==> config.mk <==
export PLATFORM = sky130hd
export DESIGN_NAME = symbol_escape_unescaper_top
export DESIGN_NICKNAME = d
export VERILOG_FILES = /design/src/sv/seu_pkg.sv /design/src/sv/symbol_escape_unescaper_top.sv
export SDC_FILE = /design/constraint.sdc
export NUM_CORES = 1
export LEC_CHECK = 0
export BUFFER_PORTS_ARGS = -buffer_cell sky130_fd_sc_hd__buf_2
export CORE_UTILIZATION = 41
export DETAILED_ROUTE_END_ITERATION = 8
export GPL_TIMING_DRIVEN = 0
export PLACE_DENSITY_LB_ADDON = 0.15
export SLEW_MARGIN = 0
export SYNTH_ARGS = -nofsm -noshare
export SYNTH_HDL_FRONTEND = slang
export SYNTH_SLANG_ARGS = --single-unit
export TNS_END_PERCENT = 20
==> constraint.sdc <==
create_clock -name clock -period 10.79 [get_ports clock]
set_clock_uncertainty 0.15 [all_clocks]
set_input_delay 0.5395 -clock clock [delete_from_list [all_inputs] [get_ports clock]]
set_output_delay 0.5395 -clock clock [all_outputs]
set_load 0.05 [all_outputs]
==> src/sv/seu_pkg.sv <==
`default_nettype none
package seu_pkg;

   localparam int NUM_ESCAPES = 16;
   localparam int ESC_BYTES   = 4;   // longest partial escape that is held
   localparam int PAT_BYTES   = 5;   // longest escape pattern
   localparam int MAX_RESULTS = 6;

   localparam logic [7:0] CH_DOLLAR = 8'h24;
   localparam logic [7:0] CH_DOT    = 8'h2E;
   localparam logic [7:0] CH_COLON  = 8'h3A;

   typedef struct packed {
      logic [7:0] in_byte;
      logic       in_last;
   } req_type;

   typedef struct packed {
      logic [7:0] out_byte;
      logic       out_end;
      logic       run_last;
   } rsp_type;

   typedef struct packed {
      logic [2:0]                 len;
      logic [PAT_BYTES-1:0][7:0] pat;   // byte 0 is the leading dollar
      logic [7:0]                 ch;
   } esc_entry_type;

   typedef enum logic [1:0] {
      MATCH_NONE,
      MATCH_PREFIX,
      MATCH_FULL
   } match_kind_type;

   typedef struct packed {
      match_kind_type kind;
      logic [7:0]     ch;
   } match_type;

   localparam esc_entry_type ESC_TABLE [NUM_ESCAPES] = '{
      '{3'd4, {8'h00, 8'h24, 8'h50, 8'h53, 8'h24}, 8'h40},  // SP -> @
      '{3'd4, {8'h00, 8'h24, 8'h50, 8'h42, 8'h24}, 8'h2A},  // BP -> *
      '{3'd4, {8'h00, 8'h24, 8'h46, 8'h52, 8'h24}, 8'h26},  // RF -> &
      '{3'd4, {8'h00, 8'h24, 8'h54, 8'h4C, 8'h24}, 8'h3C},  // LT -> <
      '{3'd4, {8'h00, 8'h24, 8'h54, 8'h47, 8'h24}, 8'h3E},  // GT -> >
      '{3'd4, {8'h00, 8'h24, 8'h50, 8'h4C, 8'h24}, 8'h28},  // LP -> (
      '{3'd4, {8'h00, 8'h24, 8'h50, 8'h52, 8'h24}, 8'h29},  // RP -> )
      '{3'd3, {8'h00, 8'h00, 8'h24, 8'h43, 8'h24}, 8'h2C},  // C  -> ,
      '{3'd5, {8'h24, 8'h30, 8'h32, 8'h75, 8'h24}, 8'h20},  // u20 -> space
      '{3'd5, {8'h24, 8'h32, 8'h32, 8'h75, 8'h24}, 8'h22},  // u22 -> "
      '{3'd5, {8'h24, 8'h37, 8'h32, 8'h75, 8'h24}, 8'h27},  // u27 -> '
      '{3'd5, {8'h24, 8'h62, 8'h32, 8'h75, 8'h24}, 8'h2B},  // u2b -> +
      '{3'd5, {8'h24, 8'h62, 8'h33, 8'h75, 8'h24}, 8'h3B},  // u3b -> ;
      '{3'd5, {8'h24, 8'h62, 8'h35, 8'h75, 8'h24}, 8'h5B},  // u5b -> [
      '{3'd5, {8'h24, 8'h64, 8'h35, 8'h75, 8'h24}, 8'h5D},  // u5d -> ]
      '{3'd5, {8'h24, 8'h65, 8'h37, 8'h75, 8'h24}, 8'h7E}   // u7e -> ~
   };

   // Match the held bytes plus one new byte against all escapes in parallel.
   // n is the number of held bytes, 1 to ESC_BYTES.
   function automatic match_type classify(input logic [ESC_BYTES-1:0][7:0] held,
                                          input logic [2:0] n,
                                          input logic [7:0] b);
      logic [PAT_BYTES-1:0][7:0] cand;
      logic                      hit;
      logic [2:0]                clen;
      match_type                 res;
      cand     = {8'h00, held};
      cand[n]  = b;
      clen     = n + 3'd1;
      res.kind = MATCH_NONE;
      res.ch   = 8'h00;
      for (int i = NUM_ESCAPES - 1; i >= 0; i--) begin
         hit = (ESC_TABLE[i].len >= clen);
         for (int k = 0; k < PAT_BYTES; k++) begin
            if (k[2:0] < clen && ESC_TABLE[i].pat[k] != cand[k]) begin
               hit = 1'b0;
            end
         end
         if (hit && ESC_TABLE[i].len == clen) begin
            res.kind = MATCH_FULL;
            res.ch   = ESC_TABLE[i].ch;
         end else if (hit && res.kind != MATCH_FULL) begin
            res.kind = MATCH_PREFIX;
         end
      end
      return res;
   endfunction

endpackage
`default_nettype wire

==> src/sv/symbol_escape_unescaper_top.sv <==
// Streaming unescaper for demangled symbol text.
// req channel: one symbol byte per transfer, in_last on the final byte.
// rsp channel: the cleaned text, one byte per transfer. run_last marks the
// last byte caused by an input byte, out_end the final byte of the symbol.
// Dollar escapes ($LT$, $u20$ and the rest) become one character, a dot
// pair becomes "::". A partial escape of up to four bytes or one dot is held
// between bytes; a failed escape is sent out literally.
// Structure: an input register, then one pass of logic that computes all
// results of the byte (0 to 5) into a burst register drained one per cycle
// while rsp_stall is low. A byte passes the input register, then the burst
// register, before its first result can be transferred out.
// Throughput: one byte per cycle while each byte yields at most one result
// and rsp_stall is low; a byte that yields more results holds the next one
// while the single-byte result port drains the burst register.
// Reset clears the held escape and dot and empties both registers; nothing is
// sent until new bytes arrive. When rsp_stall is high the current result
// holds and, once the burst register and input register are full, req_stall
// rises and holds the input side.
`default_nettype none
module symbol_escape_unescaper_top import seu_pkg::*; (
   input  wire logic    clock,
   input  wire logic    reset,
   input  wire logic    req_valid,
   output logic         req_stall,
   input  wire req_type req_data,
   output logic         rsp_valid,
   input  wire logic    rsp_stall,
   output rsp_type      rsp_data
);

   logic                          in_valid_ff, in_valid_in;
   req_type                       in_data_ff;

   logic [ESC_BYTES-1:0][7:0]     esc_buf_ff, esc_buf_in;
   logic [2:0]                    esc_len_ff, esc_len_in;
   logic                          dot_ff, dot_in;

   logic [MAX_RESULTS-1:0][7:0]   burst_ff, burst_in;
   logic [2:0]                    count_ff, count_in;
   logic                          end_ff, end_in;

   logic [MAX_RESULTS-1:0][7:0]   res_bytes;
   logic [2:0]                    res_cnt;
   logic                          done;
   match_type                     match;

   logic                          rsp_xfer, req_xfer, can_load, proc;

   assign rsp_valid = (count_ff != 3'd0);
   assign rsp_xfer  = rsp_valid && !rsp_stall;
   assign can_load  = (count_ff == 3'd0) || (count_ff == 3'd1 && rsp_xfer);
   assign proc      = in_valid_ff && can_load;
   assign req_stall = in_valid_ff && !can_load;
   assign req_xfer  = req_valid && !req_stall;

   assign rsp_data.out_byte = burst_ff[0];
   assign rsp_data.run_last = (count_ff == 3'd1);
   assign rsp_data.out_end  = end_ff && (count_ff == 3'd1);

   assign match = classify(esc_buf_ff, esc_len_ff, in_data_ff.in_byte);

   // Results of the registered byte and the state it leaves behind.
   always_comb begin
      res_bytes  = '0;
      res_cnt    = 3'd0;
      done       = 1'b0;
      esc_buf_in = esc_buf_ff;
      esc_len_in = esc_len_ff;
      dot_in     = dot_ff;

      if (esc_len_ff != 3'd0) begin
         if (match.kind == MATCH_FULL) begin
            res_bytes[res_cnt] = match.ch;
            res_cnt            = res_cnt + 3'd1;
            esc_buf_in         = '0;
            esc_len_in         = 3'd0;
            done               = 1'b1;
         end else if (match.kind == MATCH_PREFIX && esc_len_ff < 3'(ESC_BYTES)) begin
            esc_buf_in[esc_len_ff[1:0]] = in_data_ff.in_byte;
            esc_len_in                  = esc_len_ff + 3'd1;
            done                        = 1'b1;
         end else begin
            // failed escape: send the held bytes literally
            for (int k = 0; k < ESC_BYTES; k++) begin
               if (k[2:0] < esc_len_ff && res_cnt < 3'(MAX_RESULTS)) begin
                  res_bytes[res_cnt] = esc_buf_ff[k];
                  res_cnt            = res_cnt + 3'd1;
               end
            end
            esc_buf_in = '0;
            esc_len_in = 3'd0;
         end
      end

      if (!done) begin
         if (in_data_ff.in_byte == CH_DOLLAR) begin
            if (dot_in) begin
               res_bytes[res_cnt] = CH_DOT;
               res_cnt            = res_cnt + 3'd1;
               dot_in             = 1'b0;
            end
            esc_buf_in = {{(ESC_BYTES-1){8'h00}}, CH_DOLLAR};
            esc_len_in = 3'd1;
         end else if (in_data_ff.in_byte == CH_DOT) begin
            if (dot_in) begin
               res_bytes[res_cnt] = CH_COLON;
               res_cnt            = res_cnt + 3'd1;
               res_bytes[res_cnt] = CH_COLON;
               res_cnt            = res_cnt + 3'd1;
               dot_in             = 1'b0;
            end else begin
               dot_in = 1'b1;
            end
         end else begin
            if (dot_in) begin
               res_bytes[res_cnt] = CH_DOT;
               res_cnt            = res_cnt + 3'd1;
               dot_in             = 1'b0;
            end
            res_bytes[res_cnt] = in_data_ff.in_byte;
            res_cnt            = res_cnt + 3'd1;
         end
      end

      // end of symbol: flush everything still held
      if (in_data_ff.in_last) begin
         for (int k = 0; k < ESC_BYTES; k++) begin
            if (k[2:0] < esc_len_in && res_cnt < 3'(MAX_RESULTS)) begin
               res_bytes[res_cnt] = esc_buf_in[k];
               res_cnt            = res_cnt + 3'd1;
            end
         end
         if (dot_in && res_cnt < 3'(MAX_RESULTS)) begin
            res_bytes[res_cnt] = CH_DOT;
            res_cnt            = res_cnt + 3'd1;
         end
         esc_buf_in = '0;
         esc_len_in = 3'd0;
         dot_in     = 1'b0;
      end
   end

   always_comb begin
      in_valid_in = in_valid_ff;
      if (req_xfer) begin
         in_valid_in = 1'b1;
      end else if (proc) begin
         in_valid_in = 1'b0;
      end
   end

   always_comb begin
      burst_in = burst_ff;
      count_in = count_ff;
      end_in   = end_ff;
      if (proc) begin
         burst_in = res_bytes;
         count_in = res_cnt;
         end_in   = in_data_ff.in_last;
      end else if (rsp_xfer) begin
         // advance to the next byte of the burst
         for (int i = 0; i < MAX_RESULTS - 1; i++) begin
            burst_in[i] = burst_ff[i+1];
         end
         count_in = count_ff - 3'd1;
      end
   end

   always_ff @(posedge clock) begin
      if (reset) begin
         in_valid_ff <= 1'b0;
         esc_buf_ff  <= '0;
         esc_len_ff  <= 3'd0;
         dot_ff      <= 1'b0;
         count_ff    <= 3'd0;
      end else begin
         in_valid_ff <= in_valid_in;
         count_ff    <= count_in;
         if (proc) begin
            esc_buf_ff <= esc_buf_in;
            esc_len_ff <= esc_len_in;
            dot_ff     <= dot_in;
         end
      end
   end

   always_ff @(posedge clock) begin
      if (req_xfer) begin
         in_data_ff <= req_data;
      end
      burst_ff <= burst_in;
      end_ff   <= end_in;
   end

   a_escape_or_dot : assert property (@(posedge clock) disable iff (reset)
      !(esc_len_ff != 3'd0 && dot_ff))
      else $error("escape and dot held at once");

   a_escape_len : assert property (@(posedge clock) disable iff (reset)
      esc_len_ff <= 3'(ESC_BYTES))
      else $error("held escape too long");

   a_last_clears : assert property (@(posedge clock) disable iff (reset)
      proc && in_data_ff.in_last |=> esc_len_ff == 3'd0 && !dot_ff)
      else $error("state not cleared after final byte");

   a_burst_count : assert property (@(posedge clock) disable iff (reset)
      count_ff <= 3'(MAX_RESULTS))
      else $error("burst count out of range");

endmodule
`default_nettype wire

==> summary.txt <==
Power and ir drop
  – VDD IR max: 0.1039 mV
  – Pwr Density: 126.3 nW/um^2
  – Leak: 4.259 nW

Critical path
  – Max FO, Critical Path: 10
  – Most frequent CP cell: ha_1
  – Crit Path Category: reg -> reg
  – Highest-delay cell along the critical path: a22oi_2
  – CP arrival: 10630 ps
  – Worst setup EP type: flip-flop
  – CP Launch Point: esc_len_ff[0]$_SDFFE_PP0P_
  – CP max stage delay: 480 ps
  – CP required: 10760 ps
  – Worst r2r src: esc_len_ff[0]$_SDFFE_PP0P_
  – CP startpoint kind: flip-flop

Clock tree
  – Clock Sinks: 98
  – CTS Hold Bufs: 0
  – CTS H-tree lvls: 3
  – Num CTS Buffers: 9
  – Worst skew pair latency: 370 ps
  – CTS clk-pin slew, worst paths: 80 ps
  – TritonCTS clock tree: done
  – CTS Root Cell: clkbuf_16
  – CTS max path bufs: 2

Worst hold path
  – Hold Path Class: in -> reg
  – Worst Min Path Start: req_data[7]

Yosys
  – Async set or reset register ratio after synthesis: 0%
  – Syn Nets: 1518
  – Mapped Avg Cell Area: 7.449 um^2
  – EDFF count, synth: 58
  – Synth cell types: 118
  – Prevailing post-synth register cell: edfxtp_1
  – Synth warn: 0
  – #FFs+latches synth: 98
  – Seq/Total Area, Yosys: 22.88%
  – Synthesized area: 11110 um^2
  – Post-Synthesis Cells: 1492

Drt
  – TritonRoute pass-1 iters: 8
  – # DRC: 0
  – Antenna Violating Nets Remaining: 0
  – Via count: 13.47k
  – Vias/cell: 7.181
  – Iter 0 DRT Violations: 2132
  – Routed WL: 57.12 mm
  – WL/cell: 30.45 um

GRT
  – Initial antenna violation count: 0
  – First-pass GRT wire length: 82.55 mm
  – GRT Total Usage: 40.40%
  – Grt ovf: 0
  – Vias in the first global route: 12.23k
  – Largest net degree at the start of global routing: 29

Finish
  – Area grow syn2layout: 9.614%
  – Antenna Cells: 0
  – FF/Latch Area: 2542 um^2
  – Proportion of layout cells with a drive suffix above 1: 11.36%
  – Final instance area: 12180 um^2
  – Commonest non-fill, non-tap cell in the layout: nor2_1
  – Final-layout fill cell count: 2727
  – Final cell count without fillers: 1876
  – Area occupied by multi-input gates: 8087 um^2
  – Most frequent cells in the layout: 163 x nor2_1, 148 x nand2_1, 116 x a21oi_1
  – Nets@finish: 1562

Floorplan
  – Die Width: 166.6 um
  – # IOs: 25
  – Die footprint: 27770 um^2
  – Initial Utilization: 42.17%
  – Core Rows: 59
  – Die height: 166.6 um
  – Core area: 26350 um^2

Place
  – HPWL Detailed: 44.41 mm
  – Cell Area, Placed: 11710 um^2
  – Setup WS pre-CTS: -1853 ps
  – Gp weighted congestion: 1.065
  – Port Buf Inserts: 24
  – Dpl cells: 1853

STA
  – Worst slew pin tran: 1355 ps
  – Fmax achieved: 0.09381 GHz
  – Final Worst Setup Slack: 130.0 ps
  – Max_slew headroom: 9.329%
  – Final setup vio count: 0
  – Slew Limit Fails: 0
  – Hold Fails Final Rpt: 0
  – Final period util: 98.80%
  – Post-route minimum period: 10660 ps

Status
  – Status: finished, final reports clean

Run
  – MaxCap Viol Count: 0
[registers in the layout, indices dropped and copies added (netlist names)]
signal	count
esc_len_ff	3
in_valid_ff	1
count_ff	3
in_data_ff	9
rsp_data	8
burst_ff	40
dot_ff	1
end_ff	1
esc_buf_ff	32
[through the flow]
stage / setup TNS (ps) / hold WS, ps / power [W] / utilization, %
after floorplan: 0 / 319.0 / 0.0009859 / -
after global placement: -66710 / 348.0 / 0.001176 / 44.22
after detailed placement: -63040 / 351.8 / 0.001188 / 44.41
after CTS: 0 / 192.5 / 0.001524 / 45.81
after global routing: -49.93 / 187.8 / 0.001592 / 46.23
final: 0 / 189.4 / 0.001539 / 46.23
[cell usage after synthesis (15+ instances only)]
cell type	n	area, um^2
nor2_1	164	615.6
nand2_1	150	563.0
a21oi_1	120	600.6
o21ai_0	86	430.4
clkbuf_1	81	304.0
nand3_1	62	310.3
edfxtp_1	58	1742
mux2i_1	51	510.5
a22oi_1	43	322.8
dfxtp_1	40	800.8
a31oi_1	38	237.7
nor3_1	35	175.2
o22ai_1	30	187.7
inv_1	29	108.9
and2_1	23	143.9
a211oi_1	22	165.2
o211ai_1	22	165.2
and3_1	17	106.4
nand2b_1	17	106.4
a21o_1	16	120.1
buf_2	15	75.07
nand4_1	15	93.84
or3_1	15	93.84
[path summary, 6_finish.rpt]
check	endpoint	slack, ps	cells after the start
hold reg to reg	in_valid_ff$_SDFFE_PP0P_	370	2
setup reg to reg	burst_ff[11]$_DFFE_PP_	130	38
setup / recovery	burst_ff[11]$_DFFE_PP_	130	38
hold / removal	in_data_ff[7]$_DFFE_PP_	190	1
[worst max-delay path: cells and delay by family (launching register included)]
family	cells	cell delay, ps
fa+ha+maj	5	1650
simple gates	7	1090
buf+inv	8	1640
flops	1	380
compound gates	16	4900
xor+xnor	2	580
[per-layer routing]
metal / part of all wire (%) / GRT usage [%] / vias to the layer above
li1: - / - / 5843
met1: 42 / 56.64 / 6431
met2: 40 / 57.14 / 1018
met3: 13 / 11.81 / 180
met4: 4.8 / 16.95 / 0
met5: 0 / 0 / -
[area by class of cell]
| cell class | instances | share of cell area, % |
|---|---|---|
| multi-input cells | 1243 | 66.38 |
| flip-flops and latches | 98 | 20.87 |
| plain buffers | 116 | 4.283 |
| well taps | 335 | 3.440 |
| clock buffers | 10 | 1.879 |
| repair buffers | 33 | 1.643 |
| inverters | 35 | 1.109 |
| clock inverters | 6 | 0.4005 |
[cells by family (layout without fill, tap and decap cells)]
group	Yosys count	after routing	share of synthesized area (%)
AOI/OAI and AO/OA	559	559	35.26
xor gates and xnor gates	10	10	1.036
muxes	64	64	5.933
DFF	98	98	22.88
buffers and inverters	151	200	5.843
and+or+nand+nor	597	597	27.59
adders and majority gates	13	13	1.464
[power breakdown]
part | leakage, nW | internal (W) | switching, W
logic | 3.24 | 0.000177 | 0.000435
clock network | 0.131 | 0.000161 | 0.000178
registers | 0.889 | 0.000554 | 0.0000340
total | 4.26 | 0.000892 | 0.000647
[timing repair]
item / 4_1_cts / 5_1_grt
resized for setup: 15 / 18
hold endpoints to repair: 0 / 0
endpoints found under the setup margin: 46 / 45
pin swaps: 2 / 7
setup buffers: 1 / 6
No activity file was read; power rests on OpenSTA's default activity.
